===== config.mk =====
export PLATFORM = sky130hd
export DESIGN_NAME = cor_ctrl
export DESIGN_NICKNAME = d
export VERILOG_FILES = /design/src/design/cor_pkg.sv /design/src/design/cor_ctrl.sv
export SDC_FILE = /design/constraint.sdc
export NUM_CORES = 1
export LEC_CHECK = 0
export ABC_AREA = 1
export BUFFER_PORTS_ARGS = -buffer_cell sky130_fd_sc_hd__buf_2
export CAP_MARGIN = 20
export CORE_AREA = 2 2 39 41
export CTS_CLUSTER_DIAMETER = 30
export CTS_CLUSTER_SIZE = 12
export DETAILED_ROUTE_END_ITERATION = 8
export DIE_AREA = 0 0 41 43
export GPL_ROUTABILITY_DRIVEN = 0
export PLACE_DENSITY = 0.33
export SYNTH_ARGS = -nofsm -noshare
export SYNTH_HDL_FRONTEND = slang
export SYNTH_SLANG_ARGS = --single-unit

===== constraint.sdc =====
create_clock -name clk -period 0.9 [get_ports clk]
set_input_delay 0.09 -clock clk [delete_from_list [all_inputs] [get_ports clk]]
set_output_delay 0.09 -clock clk [all_outputs]
set_load 0.01 [all_outputs]

===== src/design/cor_pkg.sv =====
// shared types, constants and sine table function for the carrier offset rotator
package cor_pkg;

    // default widths
    localparam int PHASE_BITS_DEF      = 32;
    localparam int SAMPLE_BITS_DEF     = 16;
    localparam int TABLE_ADDR_BITS_DEF = 10;

    // configuration port
    localparam int CFG_W     = 32;
    localparam int CFG_IDX_W = 3;

    // pi/2 in Q30
    localparam longint unsigned HALF_PI_Q30 = 64'd1686629713;

    // configuration register indexes
    typedef enum logic [CFG_IDX_W-1:0] {
        REG_FREQ_STEP     = 3'd0,
        REG_PHASE_OFFSET  = 3'd1,
        REG_JITTER_STEP   = 3'd2,
        REG_JITTER_AMP    = 3'd3,
        REG_JITTER_ENABLE = 3'd4
    } cfg_reg_t;

    // controller states
    typedef enum logic [2:0] {
        ST_IDLE,
        ST_RD_COS,
        ST_RD_JIT,
        ST_MUL,
        ST_SUM
    } cor_state_t;

    // which phase addresses the sine table
    typedef enum logic [1:0] {
        SEL_SIN_HELD,
        SEL_COS_HELD,
        SEL_SIN_JIT
    } rd_sel_t;

    // commands from controller to datapath
    typedef struct packed {
        logic    capture;
        rd_sel_t rd_sel;
        logic    latch_s;
        logic    latch_c;
        logic    multiply;
        logic    commit;
    } cor_cmd_t;

    // status from datapath to controller
    typedef struct packed {
        logic out_free;
    } cor_stat_t;

    // quarter-wave sine entry k, evaluated at elaboration by a Q30 Taylor polynomial
    function automatic longint unsigned quarter_rom(input longint unsigned k_in,
                                                   input int tab_bits,
                                                   input int sample_bits);
        longint unsigned one;
        longint unsigned full;
        longint unsigned n_top;
        longint unsigned k;
        longint unsigned y;
        longint unsigned y2;
        longint unsigned t;
        longint unsigned s;
        longint unsigned q;
        one   = 64'd1 << 30;
        full  = (64'd1 << (sample_bits - 1)) - 64'd1;
        n_top = 64'd1 << tab_bits;
        k     = (k_in > n_top) ? n_top : k_in;
        y     = (k * HALF_PI_Q30) >> tab_bits;
        y2    = (y * y) >> 30;
        t     = one;
        t     = one - ((y2 * t) >> 30) / 64'd156;
        t     = one - ((y2 * t) >> 30) / 64'd110;
        t     = one - ((y2 * t) >> 30) / 64'd72;
        t     = one - ((y2 * t) >> 30) / 64'd42;
        t     = one - ((y2 * t) >> 30) / 64'd20;
        t     = one - ((y2 * t) >> 30) / 64'd6;
        s     = (y * t) >> 30;
        if (s > one)
            s = one;
        q = (s * full + (one >> 1)) >> 30;
        if (q > full)
            q = full;
        return q;
    endfunction

endpackage


===== src/design/cor_ctrl.sv =====
// sequencing controller for the carrier offset rotator
module cor_ctrl
    import cor_pkg::*;
(
    input  logic      clk,
    input  logic      rst_n,
    input  logic      in_valid,
    output logic      in_stall,
    input  cor_stat_t stat,
    output cor_cmd_t  cmd
);

    cor_state_t state_reg;
    cor_state_t state_next;

    // state register
    always_ff @(posedge clk or negedge rst_n)
    begin
        if (!rst_n)
            state_reg <= ST_IDLE;
        else
            state_reg <= state_next;
    end

    // next state and commands
    always_comb
    begin
        state_next   = state_reg;
        cmd          = '0;
        cmd.rd_sel   = SEL_SIN_HELD;
        in_stall     = 1'b1;
        unique case (state_reg)
            ST_IDLE:
            begin
                // sine of the held phase is read while waiting for a word
                in_stall    = 1'b0;
                cmd.capture = in_valid;
                if (in_valid)
                    state_next = ST_RD_COS;
            end
            ST_RD_COS:
            begin
                cmd.rd_sel  = SEL_COS_HELD;
                cmd.latch_s = 1'b1;
                state_next  = ST_RD_JIT;
            end
            ST_RD_JIT:
            begin
                cmd.rd_sel  = SEL_SIN_JIT;
                cmd.latch_c = 1'b1;
                state_next  = ST_MUL;
            end
            ST_MUL:
            begin
                cmd.multiply = 1'b1;
                state_next   = ST_SUM;
            end
            ST_SUM:
            begin
                // wait here until the output register can take the word
                cmd.commit = stat.out_free;
                if (stat.out_free)
                    state_next = ST_IDLE;
            end
            default:
            begin
                state_next = ST_IDLE;
            end
        endcase
    end

endmodule


# [After elaboration in Yosys (flattened, before gate mapping)]
# Index checks and enable logic that the tools add are counted.
[op_classes] n_eq_ne=6 muxes=10 n_reduce_logical=2
[ops] op="3-bit case mux with 5 select lines" n=1
[ops] op="3-bit by 2-bit equality test with 1-bit output (second input constant)" n=2
[ops] op="1-bit 2-to-1 mux" n=6
[ops] op="3-bit 2-to-1 mux" n=2
[ops] op="2-bit != test (second input constant)" n=2
[ops] op="2-bit case mux with 2 select lines" n=1
[ops] op="3-bit by 1-bit equality test with 1-bit output (second input constant)" n=1
[ops] op="3-bit equality test (second input constant)" n=1
[ops] op="3-bit zero test" n=1
[ops] op="2-bit AND reduction" n=1
[totals] reg_bits=3 in_bits=4 out_inout_bits=8 elab_cells=19

# [Logic depth before layout (Yosys ltp)]
[logic_depth] depth_word=3 ltp_mapped=4 ltp_nobuf=4

# [Least setup slack after synthesis]
# No wires, ideal clock.
[synth_timing] path_kind="register to output" start="register state_reg[0]" end="output cmd[6] (netlist bit)" t_arrival_ps=826 t_required_ps=810 slack_ps=-16 path_stages_with_launch=4 n_path_buf=0 path_cell_list="dfrtp_1 -> nor2_2 -> nand2_2 -> nor2_1"
[synth_rtl] item="start, declared" line_no="cor_ctrl.sv:13" rtl="cor_state_t state_reg;"
[synth_rtl] item="start signal, assigned" line_no="cor_ctrl.sv:22" rtl="state_reg <= state_next;"
[synth_rtl] item="end, declared" line_no="cor_ctrl.sv:10" rtl="output cor_cmd_t cmd"

==> results.cfg <==
[sta]
finalWorstSetupSlack_ns = -0.2679
slew_headroom_pct = 89.51
fmax_mhz = 856.3
final-setup-viol-count = 10
totalNegativeSetupSlack_ns = -2.375
fin_hold_viols = 0
drv_slew = 0
rsz0062_at_grt = yes
worst_pin_slew_ns = 0.1574
period_share_pct = 129.8
fin_worst_skew_ns = 0.003901
fin_worst_hold_slack_ns = 0.1613
layout_min_cycle_time_ns = 1.168

[grt]
globalRouteOverflowTotal = 0
number_of_antenna_violations_at_the_first_check_in_global_routing = 0
vias_in_the_first_global_route = 213
grt_max_degree = 7
globalRouteTotalUtil_pct = 7.150
grt_pass1_wl_um = 765

[final_layout]
final-seq-area_sq_um = 76.32
final.fill_count = 161
finish.utilization_pct = 28.57
final_layout_size_suffix_gt1_share_pct = 66.67
flip_flop_count_of_the_largest_register_after_layout = 3
multi_input_logic_area_sq_um = 103.9
num_antenna_cells = 0
instances_no_fill = 67
post-route-cell-area_sq_um = 395.4
fin_nets = 56
flow.area_growth_from_synthesis_pct = 119.4

[yosys]
area_share_of_xor_xnor_cells_in_the_synthesized_design_pct = 0
synth_adder_area_share_pct = 0
post-synth-top-area-fraction_pct = 41.67
synth_top_area_cell = sky130_fd_sc_hd__dfrtp_1
synth.yosys.seq_area_share_pct = 41.67
synth_async_sr_flop_share_pct = 100.0
synthSimpleGateAreaFrac_pct = 36.11
synth_top_family_by_area = simple AND/OR/NAND/NOR gates
synthesis.area_per_instance_sq_um = 6.673
synth_seq_cells = 3
synth_enable_flop_cells = 0
synth.cell_area_sq_um = 180.2
dominant_synthesized_flop_cell = sky130_fd_sc_hd__dfrtp_1
synth_compound_gate_area_share_pct = 7.639
post_synth_mux_area_share_pct = 0
synth_nets = 31
commonest_cells_post_synth = 7 x sky130_fd_sc_hd__nor2_1, 5 x sky130_fd_sc_hd__inv_1, 3 x sky130_fd_sc_hd__dfrtp_1, 3 x sky130_fd_sc_hd__nand2_1, 3 x sky130_fd_sc_hd__nand3_1
synthTopCellsByArea = sky130_fd_sc_hd__dfrtp_1 42%, sky130_fd_sc_hd__nor2_1 15%, sky130_fd_sc_hd__inv_1 10%
post_synth_inst_count = 27
synth_cell_type_count = 10
yosys_warnings = 0
synthMostInstantiatedCell = sky130_fd_sc_hd__nor2_1

[cts]
tritoncts.num_buffers = 3
cts_tree = yes
cts-root-buf = sky130_fd_sc_hd__clkbuf_4
ctsHtreeMaxLevel = 1
path_clk_slew_ns = 0.04
cts_max_path_buffers = 2
insertion_delay_ns = 0.23
clkSinkCount = 3

[status]
outcome = complete, but fails checks
violations_in_the_final_reports = setup timing

[floorplan]
fp-row-count = 14
start_util_pct = 13.02
placeableCoreArea_sq_um = 1384
floorplan.die_area_sq_um = 1763
chipHeight_um = 43
fp.dieW_um = 41
io_pins = 12

[detailed_routing]
drt-initial-drc-count = 1
drt_first_pass_iters = 3
detail-route-antenna-nets = 0
vias = 248
drt-wirelength-per-cell_um = 8.448
detail_route.wirelength_um = 566
vias_per_cell = 3.701
drt_drc_violations_left = 0

[placed_design]
dpl-instance-area_sq_um = 295.3
dp.cells = 59
buffer_ports.inserted = 11
hpwlAfterDp_um = 376

[hold_path]
min-delay-path-class = in2reg

[critical_path]
worst_path_arrival_time_ns = 1.08
crit_family = flip-flops
cpMaxStageDelayCell = sky130_fd_sc_hd__dfrtp_1
setup.worst_path.end_class = output pin
critPathMaxStageDelay_ns = 0.41
path_class = reg2out
path_buf_inv = 1
worstSetupStartpointType = flip-flop
path_max_fanout = 3
critical_path_cell_sequence = nor2_4 > nand2_2 > nor2_2 > buf_2
worst_ep_required_time_ns = 0.81

[power]
leakagePower_nw = 0.2282
max-vdd-ir-drop_mv = 1.193
power.density_cell_area_nw_per_um2 = 4351

[run]
max-cap-violations = 0
[layout make-up]
class                      instances  area share (%)
multi-input combinational         17           26.27
tap                               16           5.063
clock buffer                       4           6.646
timing repair buffer              20           36.08
inverter                           7           6.646
sequential                         3           19.30
[per-layer routing]
metal / vias to the layer above / global-route usage [%] / routed length (um)
met4: 0 / 8.000 / 0
li1: 126 / - / -
met2: 8 / 9.375 / 307
met5: - / 0 / 0
met1: 114 / 7.468 / 229
met3: 0 / 3.141 / 29
[power breakdown]
part | total, mW | internal [mW] | leakage (nW) | switching, mW
Combinational | 1.18 | 0.620 | 0.177 | 0.564
Sequential | 0.295 | 0.211 | 0.0367 | 0.0846
Clock | 0.242 | 0.167 | 0.0150 | 0.0754
[through the flow]
step	power, mW	setup slack, ns
finish	1.720	-0.2679
CTS	1.587	-0.2509
global placement	1.123	-0.06263
detailed placement	1.117	-0.05510
global route	1.841	-0.3357
floorplan	0.7173	0.02121
[kinds of logic (layout without fill, tap and decap cells)]
logic type / after synthesis / after routing
AND/OR/NAND/NOR: 15 / 15
buffers and inverters: 7 / 31
flip-flops: 3 / 3
AO/OA/AOI/OAI: 2 / 2
[layout by cell type, fill, tap and decap left out]
cell type and n:
sky130_fd_sc_hd__nand2_2 2, sky130_fd_sc_hd__nor2_2 3, sky130_fd_sc_hd__dfrtp_2 1, sky130_fd_sc_hd__nand3_1 1
sky130_fd_sc_hd__clkbuf_1 1, sky130_fd_sc_hd__buf_2 10, sky130_fd_sc_hd__inv_1 5, sky130_fd_sc_hd__nand2_1 2
sky130_fd_sc_hd__buf_6 4, sky130_fd_sc_hd__nor2_4 1, sky130_fd_sc_hd__nor2_1 4, sky130_fd_sc_hd__dfrtp_1 2
sky130_fd_sc_hd__o21ai_1 1, sky130_fd_sc_hd__o21ai_2 1, sky130_fd_sc_hd__dlygate4sd3_1 1, sky130_fd_sc_hd__nand3_2 2
sky130_fd_sc_hd__buf_4 5, sky130_fd_sc_hd__clkbuf_4 3, sky130_fd_sc_hd__inv_2 2
[final timing paths]
check / from / to / slack, ns / depth (start not counted)
setup / recovery: state_reg[2]$_DFFE_PN0P_ / cmd[6] / -0.27 / 4
hold / removal: stat / state_reg[2]$_DFFE_PN0P_ / 0.16 / 4
setup reg to reg: state_reg[2]$_DFFE_PN0P_ / state_reg[1]$_DFFE_PN0P_ / -0.25 / 6
hold reg to reg: state_reg[1]$_DFFE_PN0P_ / state_reg[2]$_DFFE_PN0P_ / 0.60 / 3
max in group asynchronous: rst_n / state_reg[0]$_DFFE_PN0P_ / 0.61 / 2
min in group asynchronous: rst_n / state_reg[2]$_DFFE_PN0P_ / 0.17 / 2
[worst reg2reg max path: stages (launching register included)]
cell and delay (ns):
sky130_fd_sc_hd__dfrtp_1 0.41, sky130_fd_sc_hd__nor2_4 0.16, sky130_fd_sc_hd__inv_2 0.06, sky130_fd_sc_hd__buf_4 0.13, sky130_fd_sc_hd__buf_6 0.10, sky130_fd_sc_hd__buf_6 0.11
sky130_fd_sc_hd__o21ai_2 0.10
[repair_timing]
item | CTS | global route
hold buffers | 1 | 0
setup buffers | 2 | 1
resized for setup | 8 | 3
setup endpoints to repair | 10 | 11
endpoints found under the hold margin | 3 | 0
pin swaps | 3 | 1
No activity file was read; power rests on OpenSTA's default activity.
